===== config.mk =====
export PLATFORM = sky130hd
export DESIGN_NAME = ibus_frame_receiver
export DESIGN_NICKNAME = d
export VERILOG_FILES = /design/src/hdl/ibus_pkg.sv /design/src/hdl/ibus_frame_receiver.sv /design/src/hdl/ibus_parser.sv /design/src/hdl/ibus_chan_store.sv
export SDC_FILE = /design/constraint.sdc
export NUM_CORES = 1
export LEC_CHECK = 0
export CORE_MARGIN = 2
export CORE_UTILIZATION = 55
export CTS_CLUSTER_DIAMETER = 80
export DETAILED_ROUTE_END_ITERATION = 8
export DONT_BUFFER_PORTS = 1
export GPL_TIMING_DRIVEN = 0
export HOLD_SLACK_MARGIN = 0.08
export PLACE_DENSITY = 0.71
export SYNTH_ARGS = -nofsm -noshare
export SYNTH_HDL_FRONTEND = slang
export SYNTH_SLANG_ARGS = --single-unit

===== constraint.sdc =====
create_clock -name clock -period 7.36 [get_ports clock]
set_clock_uncertainty 0.15 [all_clocks]
set_input_delay 0.736 -clock clock [delete_from_list [all_inputs] [get_ports clock]]
set_output_delay 0.736 -clock clock [all_outputs]
set_load 0.01 [all_outputs]

===== src/hdl/ibus_pkg.sv =====
// Shared types and constants for the iBus frame receiver.
// No dependencies; imported by every module of the block.
package ibus_pkg;

   typedef logic [1:0] ibus_cmd_type;

   localparam ibus_cmd_type CMD_BYTE = 2'd0;
   localparam ibus_cmd_type CMD_TICK = 2'd1;
   localparam ibus_cmd_type CMD_READ = 2'd2;

   localparam int FRAME_SLOTS = 14;

   localparam logic [7:0]  HEADER_FIRST  = 8'h20;
   localparam logic [7:0]  HEADER_SECOND = 8'h40;
   localparam logic [15:0] NEUTRAL_VALUE = 16'd1500;
   localparam logic [15:0] SUM_BASE      = 16'hFFFF;
   localparam logic [15:0] ELAPSED_MAX   = 16'hFFFF;

   localparam logic [4:0] POS_HUNT      = 5'd0;
   localparam logic [4:0] POS_HEADER2   = 5'd1;
   localparam logic [4:0] POS_DATA0     = 5'd2;
   localparam logic [4:0] POS_CHECK_LO  = 5'd30;
   localparam logic [4:0] POS_CHECK_HI  = 5'd31;

   typedef logic [FRAME_SLOTS-1:0][15:0] ibus_words_type;

   typedef struct packed {
      logic good;
      logic bad;
   } ibus_frame_status_type;

endpackage


===== src/hdl/ibus_frame_receiver.sv =====
// iBus frame receiver top level: input register, parser, store, result register.
// Beats pass the input, then the result register; one beat a cycle unless rsp_stall.
// Each beat updates state when it moves from the input register into the result register.
// Synchronous active-high reset: hunt for header, channels at 1500, elapsed 0, timeout 100.
// Depends on ibus_pkg, ibus_parser and ibus_chan_store.
module ibus_frame_receiver #(
   parameter int NUM_CHANNELS = 14
) (
   input  logic                  clock,
   input  logic                  reset,
   // request channel
   input  logic                  req_valid,
   output logic                  req_stall,
   input  ibus_pkg::ibus_cmd_type req_cmd,
   input  logic [7:0]            req_data_byte,
   input  logic [3:0]            req_channel_index,
   // response channel
   output logic                  rsp_valid,
   input  logic                  rsp_stall,
   output logic [15:0]           rsp_channel_value,
   output logic                  rsp_frame_good,
   output logic                  rsp_frame_bad,
   output logic                  rsp_receiving,
   // configuration
   input  logic                  csr_write_enable,
   input  logic [15:0]           csr_write_data
);
   import ibus_pkg::*;

   // input register
   logic         in_valid_ff, in_valid_in;
   ibus_cmd_type in_cmd_ff;
   logic [7:0]   in_byte_ff;
   logic [3:0]   in_index_ff;

   // result register
   logic         out_valid_ff, out_valid_in;
   logic [15:0]  out_value_ff;
   logic         out_good_ff;
   logic         out_bad_ff;
   logic         out_recv_ff;

   logic [15:0]  timeout_ff;
   logic [15:0]  elapsed_ff, elapsed_in;

   logic                  req_take;
   logic                  advance;
   logic                  take_byte;
   ibus_frame_status_type frame_status;
   ibus_words_type        staged_words;
   logic [15:0]           store_value;
   logic [15:0]           value_in;

   // Advance the held beat whenever the result register is empty or draining.
   assign advance   = in_valid_ff && (!out_valid_ff || !rsp_stall);
   assign req_stall = in_valid_ff && !advance;
   assign req_take  = req_valid && !req_stall;
   assign take_byte = advance && (in_cmd_ff == CMD_BYTE);

   always_comb begin
      if (req_take) begin
         in_valid_in = 1'b1;
      end else if (advance) begin
         in_valid_in = 1'b0;
      end else begin
         in_valid_in = in_valid_ff;
      end
   end

   always_comb begin
      if (advance) begin
         out_valid_in = 1'b1;
      end else if (!rsp_stall) begin
         out_valid_in = 1'b0;
      end else begin
         out_valid_in = out_valid_ff;
      end
   end

   ibus_parser u_parser (
      .clock        (clock),
      .reset        (reset),
      .take_en      (take_byte),
      .data_byte    (in_byte_ff),
      .status       (frame_status),
      .staged_words (staged_words)
   );

   ibus_chan_store #(
      .NUM_CHANNELS (NUM_CHANNELS)
   ) u_store (
      .clock        (clock),
      .reset        (reset),
      .commit       (take_byte && frame_status.good),
      .staged_words (staged_words),
      .rd_index     (in_index_ff),
      .rd_value     (store_value)
   );

   // Elapsed counter: count up to saturation on a tick, clear on a good frame.
   always_comb begin
      elapsed_in = elapsed_ff;
      if (advance) begin
         if (in_cmd_ff == CMD_TICK) begin
            if (elapsed_ff != ELAPSED_MAX) begin
               elapsed_in = elapsed_ff + 16'd1;
            end
         end else if (take_byte && frame_status.good) begin
            elapsed_in = '0;
         end
      end
   end

   // Only a read beat carries a channel value; every other command reports zero.
   assign value_in = (in_cmd_ff == CMD_READ) ? store_value : 16'd0;

   always_ff @(posedge clock) begin
      if (reset) begin
         in_valid_ff  <= 1'b0;
         out_valid_ff <= 1'b0;
         timeout_ff   <= 16'd100;
         elapsed_ff   <= '0;
      end else begin
         in_valid_ff  <= in_valid_in;
         out_valid_ff <= out_valid_in;
         elapsed_ff   <= elapsed_in;
         if (csr_write_enable) begin
            timeout_ff <= csr_write_data;
         end
      end
   end

   // Capture the request beat; payload needs no reset.
   always_ff @(posedge clock) begin
      if (req_take) begin
         in_cmd_ff   <= req_cmd;
         in_byte_ff  <= req_data_byte;
         in_index_ff <= req_channel_index;
      end
   end

   // Load the result register only on advance, so a stalled beat holds.
   always_ff @(posedge clock) begin
      if (advance) begin
         out_value_ff <= value_in;
         out_good_ff  <= take_byte && frame_status.good;
         out_bad_ff   <= take_byte && frame_status.bad;
         out_recv_ff  <= (elapsed_in < timeout_ff);
      end
   end

   assign rsp_valid         = out_valid_ff;
   assign rsp_channel_value = out_value_ff;
   assign rsp_frame_good    = out_good_ff;
   assign rsp_frame_bad     = out_bad_ff;
   assign rsp_receiving     = out_recv_ff;

endmodule


===== src/hdl/ibus_parser.sv =====
// Frame parser: header hunt, running sum, checksum compare and staged words.
// Depends on ibus_pkg.
module ibus_parser (
   input  logic                          clock,
   input  logic                          reset,
   input  logic                          take_en,
   input  logic [7:0]                    data_byte,
   output ibus_pkg::ibus_frame_status_type status,
   output ibus_pkg::ibus_words_type      staged_words
);
   import ibus_pkg::*;

   logic [4:0]     pos_ff, pos_in;
   logic [15:0]    sum_ff, sum_in;
   logic [7:0]     check_lo_ff, check_lo_in;
   logic [7:0]     pend_ff, pend_in;
   ibus_words_type staged_ff;
   logic           stage_wr;
   logic [3:0]     stage_slot;
   logic [15:0]    expect_word;
   logic [15:0]    got_word;

   assign stage_slot  = pos_ff[4:1] - 4'd1;
   assign expect_word = SUM_BASE - sum_ff;
   assign got_word    = {data_byte, check_lo_ff};

   always_comb begin
      pos_in      = pos_ff;
      sum_in      = sum_ff;
      check_lo_in = check_lo_ff;
      pend_in     = pend_ff;
      stage_wr    = 1'b0;
      status      = '0;
      if (take_en) begin
         if (pos_ff == POS_HUNT) begin
            if (data_byte == HEADER_FIRST) begin
               sum_in = {8'd0, data_byte};
               pos_in = POS_HEADER2;
            end
         end else if (pos_ff == POS_HEADER2) begin
            if (data_byte != HEADER_SECOND) begin
               pos_in = POS_HUNT;
            end else begin
               sum_in = sum_ff + {8'd0, data_byte};
               pos_in = POS_DATA0;
            end
         end else if (pos_ff < POS_CHECK_LO) begin
            sum_in = sum_ff + {8'd0, data_byte};
            if (!pos_ff[0]) begin
               pend_in = data_byte;
            end else begin
               stage_wr = 1'b1;
            end
            pos_in = pos_ff + 5'd1;
         end else if (pos_ff == POS_CHECK_LO) begin
            check_lo_in = data_byte;
            pos_in      = POS_CHECK_HI;
         end else begin
            status.good = (expect_word == got_word);
            status.bad  = (expect_word != got_word);
            pos_in      = POS_HUNT;
         end
      end
   end

   always_ff @(posedge clock) begin
      if (reset) begin
         pos_ff      <= POS_HUNT;
         sum_ff      <= '0;
         check_lo_ff <= '0;
         pend_ff     <= '0;
      end else begin
         pos_ff      <= pos_in;
         sum_ff      <= sum_in;
         check_lo_ff <= check_lo_in;
         pend_ff     <= pend_in;
      end
   end

   // staged words carry no reset: every slot is written before a commit
   always_ff @(posedge clock) begin
      if (stage_wr) begin
         staged_ff[stage_slot] <= {data_byte, pend_ff};
      end
   end

   assign staged_words = staged_ff;

endmodule


===== src/hdl/ibus_chan_store.sv =====
// Committed channel store with neutral reset and bounded read.
// Depends on ibus_pkg.
module ibus_chan_store #(
   parameter int NUM_CHANNELS = 14
) (
   input  logic                     clock,
   input  logic                     reset,
   input  logic                     commit,
   input  ibus_pkg::ibus_words_type staged_words,
   input  logic [3:0]               rd_index,
   output logic [15:0]              rd_value
);
   import ibus_pkg::*;

   localparam int IDX_W = (NUM_CHANNELS > 1) ? $clog2(NUM_CHANNELS) : 1;

   logic [NUM_CHANNELS-1:0][15:0] store_ff;
   logic [IDX_W-1:0]              rd_sel;

   always_ff @(posedge clock) begin
      if (reset) begin
         for (int i = 0; i < NUM_CHANNELS; i++) begin
            store_ff[i] <= NEUTRAL_VALUE;
         end
      end else if (commit) begin
         for (int i = 0; i < NUM_CHANNELS; i++) begin
            store_ff[i] <= staged_words[i];
         end
      end
   end

   assign rd_sel = rd_index[IDX_W-1:0];

   always_comb begin
      if (rd_index < 4'(NUM_CHANNELS)) begin
         rd_value = store_ff[rd_sel];
      end else begin
         rd_value = NEUTRAL_VALUE;
      end
   end

endmodule

==> flow_summary_export.csv, run 1 <==
group,metric,value,unit
global_routing,grtUsageTotal,27.1,%
floorplanning,core_area,38600,sq um
power_and_ir_drop,peakVddDrop,0.163,mV
synth,synthDistinctLibCells,64,
clock_tree,cts_max_path_buffers,3,
critical_path,path_class,"reg -> reg",
critical_path,cp-startpoint,"u_parser.pos_ff[1]",
synth,async_flop_share,0,%
clock_tree,cts_tree,"yes",
critical_path,arrival,4.98,ns
critical_path,critPathCaptureType,"register",
synth,synth_area_leaders,"edfxtp_1 (36%), dfxtp_1 (27%), nand2_1 (8.6%)",
placement,io_buffers,0,
synth,syn_nets,1999,
placement,post_dp_cell_area,22400,sq um
sta,rsz0062_at_grt,"false",
final_layout,fin_area,24400,sq um
sta,setup_violations,0,
clock_tree,clk_pin_slew,0.06,ns
drt,wl_per_cell,21.3,um
floorplanning,die_w,202,um
sta,finalCritPeriodShare,63.7,%
drt,drtIter0Drc,1483,
floorplanning,rows,72,
critical_path,timing.rr.start,"u_parser.pos_ff[1]",
drt,routed_wl,54900,um
floorplanning,start_util,55.7,%
synth,synthTopCellsByCount,"nand2_1 (495), dfxtp_1 (295), edfxtp_1 (257), a21oi_1 (173), nand3_1 (120)",
floorplanning,die_area,40700,sq um
critical_path,start_kind,"register",
final_layout,layout-drive-gt1-share,11.9,%
power_and_ir_drop,power.density,256,nW/um^2
global_routing,overflow,0,
synth,synth_most_common_cell,"nand2_1",
placement,dp.cells,2466,
global_routing,grt_pass1_vias,14700,
synth,synth_cells,1935,
global_routing,grt_pass1_wl,83900,um
status,status,"finished clean",
clock_tree,cts_setup_buffers,0,
clock_tree,clk_latency,0.61,ns
synth,synth_top_area_cell,"edfxtp_1",
final_layout,post-route-util,63.1,%
final_layout,fin_nets,2082,
synth,synthFlopType,"dfxtp_1",
clock_tree,clkSinkCount,552,
sta,final_hold_viol_count,0,
synth,avgSynthCellArea,11.1,sq um
sta,hold_slack,0.124,ns
floorplanning,io_pins,56,
global_routing,antenna_found_initial,0,
synth,synth.top_cell.area_share,35.9,%
min_path,hold_path_class,"in -> reg",
clock_tree,htree_levels,2,
sta,max_freq,213,MHz
sta,fin_tns_setup,0,ns
final_layout,diodes,0,
sta,worst_pin_slew,1.11,ns
min_path,min_from,"req_valid",
final_layout,stdcell_count,2581,
sta,slew_violations,0,
floorplanning,fp.dieH,202,um
critical_path,worstPathRequired,7.66,ns
synth,yosys_warnings,0,
placement,dpl.hpwl,36800,um
sta,fin_crit,4.69,ns
synth,netlist_area,21500,sq um
sta,slew_headroom,25.2,%
clock_tree,cts_root_buf,"clkbuf_16",
clock_tree,cts_buffers,54,
synth,synth-seq-cells,552,
drt,viasPerCell,5.85,
power_and_ir_drop,static-leakage-power,0.00853,uW
flow_run,max-cap-violations,0,
synth,yosysSeqAreaShare,63.3,%
placement,gp_congestion,0.852,
drt,route.detailed.drc,0,
clock_tree,cts_resized,0,
drt,ant_nets,0,
final_layout,area_growth,13.3,%
global_routing,grt_start_max_net_pins,24,
drt,vias,15100,
synth,synth_edf_count,257,
drt,drt-pass1-iter-count,5,
critical_path,cp_max_fo,10,
-- flip-flops by register name, summed over array words and instances, names as in the netlist, 5 cells and up --
signal and cells:
elapsed_ff 16, u_store.store_ff 224, rsp_channel_value 16, timeout_ff 16
u_parser.check_lo_ff 8, in_byte_ff 8, u_parser.pend_ff 8, u_parser.staged_words 224
u_parser.sum_ff 16, u_parser.pos_ff 5
-- cells by family (layout without fill, tap and decap cells) --
kind of cell | Yosys count | after routing | share of synthesized area [%]
and+or+nand+nor | 818 | 818 | 16.5
DFF | 552 | 552 | 63.3
AOI/OAI and AO/OA | 260 | 260 | 6.95
buffers and inverters | 155 | 283 | 3.19
muxes | 95 | 95 | 7.26
adders and majority gates | 29 | 29 | 1.72
xor gates and xnor gates | 26 | 26 | 1.06
-- metal layers --
layer,up-vias,track usage (%),share of wire [%],routed length (um)
met5,-,0,0,0
met4,0,9.93,3.2,1750
met3,123,4.58,7.3,3990
met2,633,44.1,48,26200
met1,7384,36.8,42,23000
li1,6969,-,-,-
-- report_power, final --
part,switching (uW),internal [uW],leakage [uW]
clock network,1180,1660,0.000893
logic,99.7,44.7,0.00316
registers,30.7,3210,0.00447
total,1310,4920,0.00853
-- what timing repair did --
action / CTS / global route
hold buffers: 14 / 0
endpoints found under the setup margin: 0 / 0
hold endpoints to repair: 14 / 0
-- metrics by stage --
stage | setup WS, ns | power (uW)
floorplan | 3.77 | 3390
global placement | 1.76 | 3450
detailed placement | 2.70 | 3450
CTS | 2.75 | 6260
global route | 2.33 | 6390
finish | 2.67 | 6230
-- critical path: stages, from the launching register on --
cell,delay (ns)
dfxtp_1,0.35
clkbuf_1,0.39
inv_1,0.16
ha_1,0.26
or4b_1,0.20
buf_4,0.20
nand4_2,0.24
nor3_1,0.30
nand2_1,0.35
buf_2,0.34
buf_2,0.22
nand3_1,0.09
o21ai_0,0.12
ha_1,0.20
a211oi_1,0.25
o21ai_0,0.13
o211ai_1,0.10
a21oi_1,0.10
a211o_1,0.23
a21oi_1,0.13
-- layout make-up --
| type | count | area, sq um |
|---|---|---|
| fillers | 2986 | 14300 |
| flip-flops and latches | 552 | 13600 |
| multi-input cells | 1228 | 7250 |
| clock buffers | 66 | 1430 |
| well taps | 518 | 648 |
| plain buffers | 120 | 556 |
| clock inverters | 35 | 394 |
| repair buffers | 27 | 337 |
| inverters | 35 | 131 |
-- worst paths after layout --
check	cells past startpoint	to	slack (ns)
setup / recovery	19	rsp_receiving	2.67
hold / removal	1	in_valid_ff	0.12
setup reg to reg	19	rsp_receiving	2.67
hold reg to reg	2	u_store.store_ff[166]	0.30
-- layout by cell type, fill, tap and decap left out, types with 15 or more instances in the layout --
master       n
mux2i_1     39
a211oi_1    17
nand2_1    495
o22ai_1     17
edfxtp_1   257
o21ai_0     15
nand4_1     17
clkbuf_16   55
dfxtp_1    295
nor2_1      84
nand3_1    120
ha_1        28
xor2_1      23
mux4_2      48
a21oi_1    173
inv_1       34
buf_2       54
clkbuf_1    61
Note: power is estimated with default switching activity, not from simulation.
==> inputs of run 2 (changes only) <==
--- a/config.mk
+++ b/config.mk
@@ -12,7 +12,7 @@
 export DONT_BUFFER_PORTS = 1
 export GPL_TIMING_DRIVEN = 0
 export HOLD_SLACK_MARGIN = 0.08
-export PLACE_DENSITY = 0.71
+export PLACE_DENSITY = 0.74
 export SYNTH_ARGS = -nofsm -noshare
 export SYNTH_HDL_FRONTEND = slang
 export SYNTH_SLANG_ARGS = --single-unit
==> constraint.sdc (replaced) <==
create_clock -name clock -period 4.1 [get_ports clock]
set_clock_uncertainty 0.15 [all_clocks]
set_input_delay 0.41 -clock clock [delete_from_list [all_inputs] [get_ports clock]]
set_output_delay 0.41 -clock clock [all_outputs]
set_load 0.01 [all_outputs]
==> run 2 against run 1 <==
  * Sequential share of layout area shrank 0.39 points
  * Clock power grew 69%
  * Clock-buffer cell count grew 18
  * Die area is the same
  * Sequential cell count is the same
  * Cell count grew 1.2%
  * Utilization grew 0.45 points
  * Critical path depth shrank 2
  * Combinational power grew 120%
  * Global-route usage shrank 0.064 points
  * Largest cell class unchanged
==> flow_summary_export.csv, run 2 (synthesized netlist as in run 1, its figures left out) <==
group,metric,value,unit
sta,setup_violations,0,
sta,fin_crit,3.96,ns
final_layout,stdcell_count,2613,
final_layout,fin_nets,2113,
global_routing,grt_pass1_wl,84300,um
min_path,hold_path_class,"in -> reg",
final_layout,diodes,0,
sta,worst_pin_slew,1.05,ns
critical_path,start_kind,"register",
clock_tree,htree_levels,2,
critical_path,cp_max_fo,9,
clock_tree,cts_root_buf,"clkbuf_16",
floorplanning,start_util,55.7,%
final_layout,multiInputGateArea,7280,sq um
sta,slew_violations,0,
power_and_ir_drop,peakVddDrop,0.341,mV
clock_tree,cts_buffers,55,
drt,viasPerCell,5.82,
final_layout,register_area,13600,sq um
placement,dpl.hpwl,36400,um
power_and_ir_drop,power.density,445,nW/um^2
floorplanning,io_pins,56,
flow_run,max-cap-violations,0,
power_and_ir_drop,comb_power_share,2.9,%
critical_path,critPathCaptureType,"register",
sta,slew_headroom,29.2,%
clock_tree,clkSinkCount,552,
critical_path,worstPathRequired,4.41,ns
clock_tree,clk_latency,0.62,ns
drt,route.detailed.drc,0,
critical_path,arrival,4.26,ns
power_and_ir_drop,internal_power,8570,uW
placement,dp.cells,2464,
power_and_ir_drop,static-leakage-power,0.00859,uW
clock_tree,cts_max_path_buffers,3,
drt,drt-pass1-iter-count,5,
clock_tree,cts_tree,"yes",
floorplanning,die_w,202,um
power_and_ir_drop,clkPwrFrac,44.0,%
sta,max_freq,253,MHz
final_layout,layout_commonest_cell,"nand2_1",
global_routing,antenna_found_initial,1,
status,status,"finished clean",
final_layout,layout-drive-gt1-share,12.4,%
floorplanning,core_area,38600,sq um
sta,final_hold_viol_count,0,
global_routing,grtUsageTotal,27.0,%
global_routing,overflow,0,
drt,wl_per_cell,21.1,um
drt,ant_nets,0,
sta,finalCritPeriodShare,96.5,%
drt,vias,15200,
floorplanning,die_area,40700,sq um
power_and_ir_drop,p_switching,2340,uW
final_layout,layout_common_cells,"nand2_1 (494), dfxtp_1 (294), edfxtp_1 (257), a21oi_1 (173), nand3_1 (120)",
placement,io_buffers,0,
clock_tree,clk_pin_slew,0.06,ns
sta,hold_slack,0.183,ns
power_and_ir_drop,switching_share,21.4,%
floorplanning,rows,72,
global_routing,grt_start_max_net_pins,24,
drt,routed_wl,55200,um
placement,gp_congestion,0.909,
sta,rsz0062_at_grt,"false",
global_routing,grt_pass1_vias,15000,
final_layout,area_growth,14.1,%
floorplanning,fp.dieH,202,um
power_and_ir_drop,pwr-share-seq,53.1,%
critical_path,path_class,"reg -> reg",
final_layout,fillers,2932,
drt,drtIter0Drc,1369,
run 2: cell types whose count changed in the layout (fill, tap and decap cells not counted), sizes merged:
cell	before	now
clkbuf	117	134
inv	36	37
bufinv	8	1
buf	82	93
clkinvlp	1	0
clkinv	25	16
dlygate4sd3	14	34
run 2: what timing repair did:
action | CTS | global route
setup buffers | 9 | 3
pin swaps | 1 | 1
setup endpoints to repair | 1 | 1
endpoints found under the hold margin | 39 | 0
hold buffers | 34 | 0
resized for setup | 6 | 6
run 2: layout make-up:
type                       count  area share, %
clock inverter                19          0.586
timing repair buffer          57           2.38
multi-input combinational   1228           29.6
tap                          518           2.64
clock buffer                  84           6.38
inverter                      35          0.540
buffer                       120           2.31
sequential                   552           55.5
run 2: critical path, cell delays in order (launching register included):
cell      delay (ns)
dfxtp_1         0.36
buf_4           0.19
inv_1           0.10
ha_1            0.22
or4b_1          0.20
buf_6           0.17
nand4_4         0.18
nor3_1          0.26
and2_1          0.16
clkbuf_1        0.30
nor2_1          0.13
mux2_2          0.30
ha_1            0.26
and4_1          0.16
a21oi_1         0.15
nand2_1         0.09
a211o_1         0.30
a21oi_1         0.11
run 2: path summary, 6_finish.rpt:
check / to / slack [ns] / cells past startpoint / from
max reg2reg: rsp_receiving / 0.14 / 17 / u_parser.pos_ff[1]
min: in_byte_ff[0] / 0.18 / 1 / req_valid
min reg2reg: u_store.store_ff[45] / 0.30 / 2 / u_store.store_ff[45]
max: rsp_receiving / 0.14 / 17 / u_parser.pos_ff[1]
run 2: routing by layer:
| layer | vias to the layer above | wire (um) | GRT usage, % | part of all wire (%) |
|---|---|---|---|---|
| met3 | 142 | 4220 | 4.51 | 7.7 |
| met4 | 0 | 2120 | 10.5 | 3.8 |
| met1 | 7421 | 22000 | 35.0 | 40 |
| met2 | 636 | 26800 | 45.6 | 49 |
| met5 | - | 0 | 0 | 0 |
| li1 | 7015 | - | - | - |
run 2: per-stage QoR:
| stage | power (uW) | cell area [sq um] | TNS, ns | worst slack [ns] | util (%) |
|---|---|---|---|---|---|
| global placement | 6180 | 22200 | -32.45 | -0.850 | 57.4 |
| global route | 11200 | 24500 | 0 | 0.00631 | 63.5 |
| CTS | 10900 | 24500 | 0 | 0.0963 | 63.4 |
| detailed placement | 6190 | 22400 | -0.382 | -0.382 | 57.9 |
| floorplan | 6080 | 21500 | 0 | 0.593 | - |
| finish | 10900 | 24500 | 0 | 0.142 | 63.5 |
run 2: power groups by stage:
stage | clock, uW | combinational, uW | sequential (uW)
after detailed placement | 0 | 243 | 5940
after CTS | 4840 | 303 | 5800
after global routing | 5070 | 339 | 5790
after global placement | 0 | 237 | 5940
after floorplan | 0 | 167 | 5920
final | 4800 | 319 | 5790
==> inputs of run 3 (changes only) <==
--- a/config.mk
+++ b/config.mk
@@ -5,14 +5,15 @@
 export SDC_FILE = /design/constraint.sdc
 export NUM_CORES = 1
 export LEC_CHECK = 0
+export CORE_ASPECT_RATIO = 0.75
 export CORE_MARGIN = 2
-export CORE_UTILIZATION = 55
+export CORE_UTILIZATION = 40
 export CTS_CLUSTER_DIAMETER = 80
 export DETAILED_ROUTE_END_ITERATION = 8
 export DONT_BUFFER_PORTS = 1
 export GPL_TIMING_DRIVEN = 0
 export HOLD_SLACK_MARGIN = 0.08
-export PLACE_DENSITY = 0.74
+export PLACE_DENSITY = 0.57
 export SYNTH_ARGS = -nofsm -noshare
 export SYNTH_HDL_FRONTEND = slang
 export SYNTH_SLANG_ARGS = --single-unit
==> run 3 against run 2 <==
  * Total power shrank 0.36%
  * Utilization shrank 17 points
  * Wire length grew 5.7%
  * Non-clock buffer count grew 9
  * Largest power group unchanged
  * Register-to-register slack gained 0.20 ns
  * Highest routed layer unchanged
  * Clock-buffer cell count shrank 8
  * Global-route usage shrank 6.2 points
  * Sequential cell count is the same
  * Sequential power is essentially flat
  * Worst setup slack gained 0.20 ns
  * Critical endpoint unchanged
==> flow_summary_export.csv, run 3 (synthesized netlist as in run 1, its figures left out) <==
group,metric,value,unit
placement,post_dp_cell_area,22700,sq um
clock_tree,cts_max_path_buffers,3,
power_and_ir_drop,peakVddDrop,0.318,mV
floorplanning,start_util,40.5,%
critical_path,arrival,3.94,ns
floorplanning,io_pins,56,
global_routing,grt_pass1_vias,14200,
sta,fin_tns_setup,0,ns
status,status,"finished clean",
final_layout,layout-drive-gt1-share,12.8,%
flow_run,max-cap-violations,0,
final_layout,layout_commonest_cell,"nand2_1",
drt,viasPerCell,5.30,
final_layout,fin_area,24900,sq um
placement,dp.cells,2662,
floorplanning,fp.dieH,205,um
global_routing,grtUsageTotal,20.9,%
floorplanning,die_area,55700,sq um
clock_tree,cts_buffers,53,
drt,vias,14900,
final_layout,layout_common_cells,"nand2_1 (494), dfxtp_1 (294), edfxtp_1 (257), a21oi_1 (173), nand3_1 (120)",
sta,rsz0062_at_grt,"false",
drt,route.detailed.drc,0,
final_layout,area_growth,15.5,%
final_layout,fin_nets,2120,
power_and_ir_drop,power.density,437,nW/um^2
sta,slew_headroom,17.7,%
sta,worst_pin_slew,1.22,ns
critical_path,critPathCaptureType,"register",
final_layout,register_area,13600,sq um
global_routing,grt_pass1_wl,87600,um
sta,max_freq,266,MHz
sta,fin_crit,3.76,ns
global_routing,antenna_found_initial,1,
final_layout,diodes,0,
global_routing,overflow,0,
sta,finalCritPeriodShare,91.6,%
placement,gp_congestion,0.867,
sta,setup_violations,0,
sta,slew_violations,0,
global_routing,grt_start_max_net_pins,24,
clock_tree,clkSinkCount,552,
critical_path,worstPathRequired,4.28,ns
clock_tree,cts_tree,"yes",
placement,io_buffers,0,
critical_path,cp_max_fo,9,
sta,final_hold_viol_count,0,
critical_path,start_kind,"register",
drt,drtIter0Drc,1211,
drt,drt-pass1-iter-count,5,
clock_tree,htree_levels,2,
power_and_ir_drop,static-leakage-power,0.00866,uW
clock_tree,clk_pin_slew,0.06,ns
final_layout,multiInputGateArea,7280,sq um
clock_tree,cts_root_buf,"clkbuf_16",
placement,dpl.hpwl,39400,um
clock_tree,clk_latency,0.58,ns
drt,routed_wl,58300,um
critical_path,path_class,"reg -> reg",
floorplanning,core_area,53100,sq um
final_layout,fillers,4836,
final_layout,stdcell_count,2812,
floorplanning,die_w,272,um
drt,wl_per_cell,20.7,um
drt,ant_nets,0,
floorplanning,rows,73,
min_path,hold_path_class,"in -> reg",
[run 3: changes by cell type in the layout (fill, tap and decap cells not counted), sizes merged]
cell         delta
inv             -3
clkbuf          -9
buf            +11
dlygate4sd3     -1
clkinv          +5
bufinv          +1
clkinvlp        +1
[run 3: final timing paths]
| path | slack [ns] | startpoint | cells past startpoint | endpoint |
|---|---|---|---|---|
| setup / recovery | 0.34 | u_parser.pos_ff[1] | 18 | rsp_receiving |
| setup reg to reg | 0.34 | u_parser.pos_ff[1] | 18 | rsp_receiving |
| hold / removal | 0.1 | rsp_stall | 2 | in_valid_ff |
| hold reg to reg | 0.30 | u_store.store_ff[105] | 2 | u_store.store_ff[105] |
[run 3: power by group]
group	internal [uW]	total [uW]	switching (uW)	leakage, uW
combinational	104	337	233	0.00337
clock	2640	4740	2100	0.000819
sequential	5770	5790	23.0	0.00447
total	8510	10900	2360	0.00866
[run 3: area by class of cell]
type,instances,share of cell area (%)
Sequential cell,552,54.8
Multi-Input combinational cell,1228,29.3
Clock buffer,76,5.97
Timing Repair Buffer,67,2.82
Tap cell,712,3.58
Clock inverter,23,0.695
Inverter,35,0.534
Buffer,119,2.30
[run 3: stage by stage]
stage               worst slack, ns  total power [uW]  hold slack, ns  util (%)
global route                 0.0629             11200          0.0992      46.8
detailed placement           -0.598              6210           0.291      42.7
CTS                          0.0406             10900          0.0840      46.6
global placement              -1.28              6200           0.284      42.2
finish                        0.343             10900          0.0962      46.8
floorplan                     0.593              6080           0.279         -
[run 3: routing by layer]
| layer | part of all wire, % | GRT usage (%) | wire, um |
|---|---|---|---|
| met1 | 49 | 31.4 | 28300 |
| met5 | 0 | 0 | 0 |
| met2 | 43 | 31.7 | 25100 |
| met4 | 1.5 | 4.06 | 873 |
| met3 | 6.9 | 3.55 | 4040 |
[run 3: what timing repair did]
action / CTS / global route
hold endpoints to repair: 39 / 0
hold buffers: 33 / 0
setup buffers: 7 / 12
gates resized for setup: 6 / 10
pin swaps: 1 / 2
endpoints found under the setup margin: 1 / 1
[run 3: critical path, cell delays in order, from the launching register on]
cell	delay, ns
dfxtp_1	0.36
buf_4	0.19
inv_1	0.09
ha_1	0.22
or4b_1	0.17
buf_4	0.21
nand4_4	0.13
nor3_4	0.21
nand2_4	0.13
buf_4	0.20
and3_1	0.16
or2_2	0.29
ha_1	0.29
o21ai_0	0.08
o21ai_0	0.16
o211ai_1	0.11
a21oi_1	0.18
a211o_1	0.14
a21oi_1	0.04
